==> config.mk <==
export PLATFORM = sky130hd
export DESIGN_NAME = vwib_cell
export DESIGN_NICKNAME = d
export VERILOG_FILES = /design/src/rtl/vwib_pkg.sv /design/src/rtl/vwib_cell.sv
export SDC_FILE = /design/constraint.sdc
export NUM_CORES = 1
export LEC_CHECK = 0
export BUFFER_PORTS_ARGS = -buffer_cell sky130_fd_sc_hd__buf_4
export CAP_MARGIN = 20
export CELL_PAD_IN_SITES_DETAIL_PLACEMENT = 1
export CELL_PAD_IN_SITES_GLOBAL_PLACEMENT = 1
export CORE_ASPECT_RATIO = 0.6
export CORE_UTILIZATION = 43
export CTS_BUF_LIST = sky130_fd_sc_hd__clkbuf_8
export DETAILED_ROUTE_END_ITERATION = 12
export PLACE_DENSITY = 0.8
export SYNTH_ARGS = -nofsm -noshare
export SYNTH_HDL_FRONTEND = slang
export SYNTH_SLANG_ARGS = --single-unit
==> constraint.sdc <==
create_clock -name clk -period 16 [get_ports clk]
set_clock_uncertainty 0.05 [all_clocks]
set_input_delay 4 -clock clk [delete_from_list [all_inputs] [get_ports clk]]
set_output_delay 4 -clock clk [all_outputs]
set_load 0.05 [all_outputs]
==> src/rtl/vwib_pkg.sv <==
// Package for the vertex weld index builder: sizes, payload and token types,
// and the per-component tolerance compare. No dependencies.
`default_nettype none

package vwib_pkg;

    // Table size and derived widths
    localparam int TABLE_DEPTH = 256;
    localparam int IDX_W       = (TABLE_DEPTH > 2) ? $clog2(TABLE_DEPTH) : 1;
    localparam int COUNT_W     = $clog2(TABLE_DEPTH + 1);

    // Component layout
    localparam int NUM_COMP    = 8;
    localparam int COMP_W      = 32;
    localparam int TOL_W       = 16;
    localparam logic [TOL_W-1:0] TOL_RESET = TOL_W'(66);

    // Component slots inside a vertex
    localparam int C_POS_X  = 0;
    localparam int C_POS_Y  = 1;
    localparam int C_POS_Z  = 2;
    localparam int C_NORM_X = 3;
    localparam int C_NORM_Y = 4;
    localparam int C_NORM_Z = 5;
    localparam int C_TEX_U  = 6;
    localparam int C_TEX_V  = 7;

    // Output field widths
    localparam int OUT_IDX_W   = 8;
    localparam int OUT_COUNT_W = 9;

    typedef logic [NUM_COMP-1:0][COMP_W-1:0] vertex_t;

    // Search token passed from cell to cell
    typedef struct packed {
        logic             active;
        logic             found;
        logic             is_new;
        logic [IDX_W-1:0] idx;
    } token_t;

    // One delivered result
    typedef struct packed {
        logic [OUT_IDX_W-1:0]   vertex_index;
        logic                   is_new;
        logic                   table_full;
        logic [OUT_COUNT_W-1:0] unique_count;
    } result_t;

    // |a - b| < tol, difference formed exactly in COMP_W+1 bits
    function automatic logic comp_close(input logic [COMP_W-1:0] a,
                                        input logic [COMP_W-1:0] b,
                                        input logic [TOL_W-1:0]  tol);
        logic [COMP_W:0] diff;
        logic [COMP_W:0] mag;
        diff = {a[COMP_W-1], a} - {b[COMP_W-1], b};
        mag  = diff[COMP_W] ? (~diff + 1'b1) : diff;
        return mag < (COMP_W+1)'(tol);
    endfunction

endpackage

`default_nettype wire

==> src/rtl/vwib_cell.sv <==
// One table cell of the vertex weld index builder: holds one unique vertex
// and its valid bit, and passes the search token on. Uses vwib_pkg.
`default_nettype none

module vwib_cell
    import vwib_pkg::*;
(
    input  wire logic             clk,
    input  wire logic             rst_n,
    input  wire logic             clear,
    input  wire vertex_t          query,
    input  wire logic [TOL_W-1:0] tolerance,
    input  wire token_t           tok_in,
    output token_t                tok_out
);

    token_t  tok_reg;
    logic    valid_reg;
    logic    valid_next;
    vertex_t entry_reg;
    logic    match;
    logic    searching;
    logic    hit;
    logic    append;

    // All eight components within tolerance
    always_comb
    begin
        match = 1'b1;
        for (int c = 0; c < NUM_COMP; c++)
        begin
            if (!comp_close(entry_reg[c], query[c], tolerance))
                match = 1'b0;
        end
    end

    assign searching = tok_reg.active && !tok_reg.found;
    assign hit       = searching && valid_reg && match;
    // first empty cell: valid cells form a prefix, so the search missed
    assign append    = searching && !valid_reg;

    // Token update
    always_comb
    begin
        tok_out = tok_reg;
        if (hit)
        begin
            tok_out.found = 1'b1;
        end
        else if (append)
        begin
            tok_out.found  = 1'b1;
            tok_out.is_new = 1'b1;
        end
        else if (searching)
        begin
            tok_out.idx = tok_reg.idx + 1'b1;
        end
    end

    always_comb
    begin
        priority if (clear)
            valid_next = 1'b0;
        else if (append)
            valid_next = 1'b1;
        else
            valid_next = valid_reg;
    end

    // Control state
    always_ff @(posedge clk or negedge rst_n)
    begin
        if (!rst_n)
        begin
            tok_reg   <= '0;
            valid_reg <= 1'b0;
        end
        else
        begin
            tok_reg   <= tok_in;
            valid_reg <= valid_next;
        end
    end

    // Stored vertex
    always_ff @(posedge clk)
    begin
        if (append)
            entry_reg <= query;
    end

endmodule

`default_nettype wire

======== Yosys cells after proc, flatten, opt, wreduce, memory -nomap -nowiden ========
Cells that the tools add are included.
word-level totals
  register bits after elaboration ......... 268
  input bits .............................. 286
  output and inout bits ................... 11
cells by class
  add/subtract/negate cells ............... 17
  magnitude comparators ................... 8
  muxes and demuxes ....................... 23
  bitwise logic cells ..................... 8
  reduce and logical (&&, ||, !) cells .... 7
operators with widths
  cell                     number
  $add A33 B1 Y33 const B  8
  $lt A33 B16 Y1           8
  $mux W33                 8
  $not A33 Y33             8
  $sub A32 B32 Y33         8
  $mux W8                  2
  $mux W1                  11
  $mux W9                  1
  $add A8 B1 Y8 const B    1
  $logic_and A1 B1 Y1      4
  $logic_not A1 Y1         2
  $mux W2                  1
  $reduce_bool A2 Y1       1

======== Depth between registers and ports, before layout ========
  depth after elaboration ................. 15
  depth in mapped cells ................... 30

======== Worst setup path after synthesis ========
Ideal clock, no wire load.
  path kind ............................... register to output
  from .................................... reg tok_reg[9] (netlist name)
  to ...................................... out tok_out[8] (netlist name)
  arrival time ............................ 12591 ps
  slack ................................... -641 ps
  cell stages (with the launch flop) ...... 4
  path buffers ............................ 0
  cells stage by stage .................... dfrtp_1 > nand2b_1 > nor2_1 > or2_2
RTL lines
  element                 line             RTL
  from (decl)             vwib_cell.sv:17  token_t tok_reg;
  from (signal assigned)  vwib_cell.sv:81  tok_reg <= tok_in;
  to (decl)               vwib_cell.sv:14  output token_t tok_out

==> results by group <==
Worst setup path
  – Crit Path Class: primary input to output pin
  – Startpoint types: primary input
  – Critical Path RT: 11.95 ns
  – Critical path fanouts, max: 16
  – Worst setup EP type: output pin
  – R2R depth: 4
  – Critical path startpoint: query[64]
  – Critical R2R Launch: tok_reg[9]
  – Crit path DAT: 11.02 ns

Clock network
  – Clock Tree Root: clkbuf_8
  – Post-CTS Setup Bufs: 0
  – H-tree depth: 2
  – CTS Buf Count: 50
  – Clk sink count: 268
  – Post-CTS Resized: 0
  – Clock tree buffer depth: 3
  – Post-CTS Hold Buffers: 0
  – CTS tree: done
  – Clk Latency, worst-skew pair: 0.68 ns
  – CTS clock-pin slew for the worst setup and hold paths: 0.06 ns

Finish
  – Layout cell share with drive strength beyond 1: 10.4%
  – Nets: 5,353
  – Syn-to-layout area delta: 12.0%
  – Max reg flops: 256
  – Non-filler cells, final: 5,778
  – Core Util, Final: 49.0%
  – Post-route cell area: 39,300 um2
  – Fillers: 9,912

Worst hold path
  – Hold_sp: valid_reg
  – Min-Delay Path Class: flip-flop to flip-flop
  – Worst Hold Depth: 2

Detailed routing
  – Number of remaining DRC errors: 0
  – WL final: 140,000 um
  – First-pass iteration count of the detailed router: 6
  – DR WL/cell: 24.2 um
  – Via/cell ratio: 6.43
  – Initial DRC Count: 3,921
  – Final ANT Viol Nets: 0
  – Via Count: 37,147

Logic synthesis
  – Yosys cell types: 108
  – Synth Warn #: 0
  – Average cell area after synthesis: 7.91 um2
  – Async SR Flop Fraction: 4.48%
  – Number of synthesized flops with an enable pin: 256
  – Syn Inst Count: 4,434
  – Yosys reg bits: 268
  – Top post-synthesis cells by area: edfxtp_1 22%, ha_1 14%, a21oi_1 5.1%, xnor2_1 4.7%, nand2_1 4.6%
  – Post-synth top area cell: edfxtp_1
  – Top cell type's share of synthesized area: 21.9%
  – Post-synthesis net count: 5,113
  – Top_reg_cell synth: edfxtp_1
  – Mapped Area: 35,100 um2
  – Seq/Total Area, Yosys: 22.8%

Floorplanning
  – Die Y: 223 um
  – Core area: 80,100 um2
  – Die W: 371 um
  – Num ports: 297
  – Initial Utilization: 43.8%
  – Cell row count: 80
  – Die Footprint: 82,700 um2

Timing
  – Final Hold Fails: 0
  – Unrepaired setup endpoints after global routing: no
  – Slew headroom: 14.3%
  – Final period util: 94.2%
  – Worst-Margin Slew: 1.28 ns
  – Final Max Slew Viols: 0
  – Period minus WS final: 15.07 ns
  – Fmax: 66.4 MHz
  – Final setup viols: 0
  – Setup TNS Final: 0 ns

Power
  – Pwr Total: 3130 uW
  – Sw Ratio: 45.3%
  – Clock share of power: 22.6%
  – Pleak: 0.0164 uW
  – Flop pwr share: 26.1%
  – Gate power share: 51.3%
  – Switching power: 1420 uW
  – Power Dens Cells: 79.7 nW/um2
  – Worst vdd ir: 0.0608 mV
  – Internal: 1710 uW

Global route
  – Global route total overflow: 0
  – GRT Total Usage: 33.0%
  – Antenna violations before repair: 3
  – Largest net degree at the start of global routing: 158
  – First-pass GRT wire length: 216,000 um
  – Vias in the first global route: 36,189

Place
  – Placement Cell Area: 38,300 um2
  – Post-DP HPWL: 113,000 um
  – Number of port buffers: 296
  – Placed insts: 5,686
  – GPL Wtd Cong: 1.04

Run
  – Max-cap violations: 0

Run status
  – Status: finished clean
[synth_stat cells (51+ instances only)]
cell type    n
a31oi_1     62
a211oi_1    65
and3_1      54
nor2_1     318
inv_1      357
nand3_1    110
o31ai_1     51
clkbuf_1   128
and2_1      53
nand4_1    112
xor2_1      95
nand2_1    428
a21oi_1    356
o211ai_1    71
edfxtp_1   256
o21ai_0    288
ha_1       385
a21o_1     106
xnor2_1    187
nor3_1     107
[metal layers]
layer | GRT usage [%] | routed length [um] | vias up
met4 | 8.00 | 3410 | 4
met3 | 6.88 | 14000 | 194
met2 | 45.3 | 54700 | 1620
li1 | - | - | 17169
met5 | 0 | 31 | -
met1 | 51.3 | 67800 | 18160
[path summary, 6_finish.rpt]
kind	to	slack, ns
min in group asynchronous	tok_reg[0]	3.10
max in group asynchronous	tok_reg[2]	12.64
setup reg to reg	entry_reg[124]	12.23
hold / removal	valid_reg	0.59
hold reg to reg	valid_reg	0.59
setup / recovery	tok_out[1]	0.93
[cells by family (layout without fill, tap and decap cells)]
| kind of cell | Yosys count | after routing | synth area share [%] |
|---|---|---|---|
| xor gates and xnor gates | 283 | 283 | 7.09 |
| buffers and inverters | 499 | 775 | 5.40 |
| and+or+nand+nor | 1534 | 1534 | 22.4 |
| adders and majority gates | 393 | 393 | 14.2 |
| AOI/OAI and AO/OA | 1413 | 1413 | 26.8 |
| DFF | 268 | 268 | 22.8 |
| other | 0 | 2 | 0 |
| muxes | 44 | 44 | 1.29 |
[worst max-delay path, stage by stage]
cell and delay, ns:
buf_4 0.09, ha_1 0.16, inv_1 0.05, fa_1 0.40
and3_1 0.19, o211a_1 0.29, o21ai_0 0.48, a21oi_1 0.24
o311ai_0 0.59, o21a_1 0.63, o21a_1 0.23, xor2_1 0.16
ha_1 0.27, a21o_1 0.18, a21o_1 0.17, a21oi_1 0.16
o21ai_0 0.10, nand2b_1 0.22, o211ai_1 0.19, nor4_1 0.40
nand4_1 0.16, nor3_1 0.23, nand3_1 0.11, nor4_2 0.36
nand4_4 0.26, nand2_2 0.16, mux2_1 0.33, buf_4 0.19
[power by group through the flow]
stage	logic, uW	clock network (uW)	registers [uW]
floorplan	1030	0	834
global placement	1500	0	830
detailed placement	1540	0	831
CTS	1550	728	817
global route	1730	751	820
finish	1610	706	817
[layout make-up]
| cell class | instances | area, um2 | area share, % |
|---|---|---|---|
| Timing Repair Buffer | 330 | 2480 | 6.31 |
| Clock inverter | 36 | 223 | 0.567 |
| Sequential cell | 268 | 7990 | 20.3 |
| Clock buffer | 52 | 716 | 1.82 |
| Inverter | 357 | 1340 | 3.41 |
| Multi-Input combinational cell | 3667 | 25200 | 64.1 |
| Antenna cell | 2 | 5.00 | 0.0127 |
| Tap cell | 1066 | 1330 | 3.40 |
[stage by stage]
| step | worst slack, ns | hold WS [ns] |
|---|---|---|
| global route | 0.569 | 0.634 |
| detailed placement | 1.12 | 0.585 |
| global placement | 1.12 | 0.555 |
| finish | 0.934 | 0.592 |
| floorplan | 1.90 | 0.487 |
| CTS | 1.06 | 0.602 |
[cells in the final DEF, fill, tap and decap left out, types with 107 or more instances in the layout]
cell,netlist,routed
nand3_1,110,110
nand2_1,428,428
edfxtp_1,256,256
a21oi_1,356,356
xnor2_1,187,187
nor2_1,318,317
nor3_1,107,107
buf_4,1,325
ha_1,385,385
o21ai_0,288,288
nand4_1,112,112
inv_1,357,364
Power figures use the tool's default switching activity.
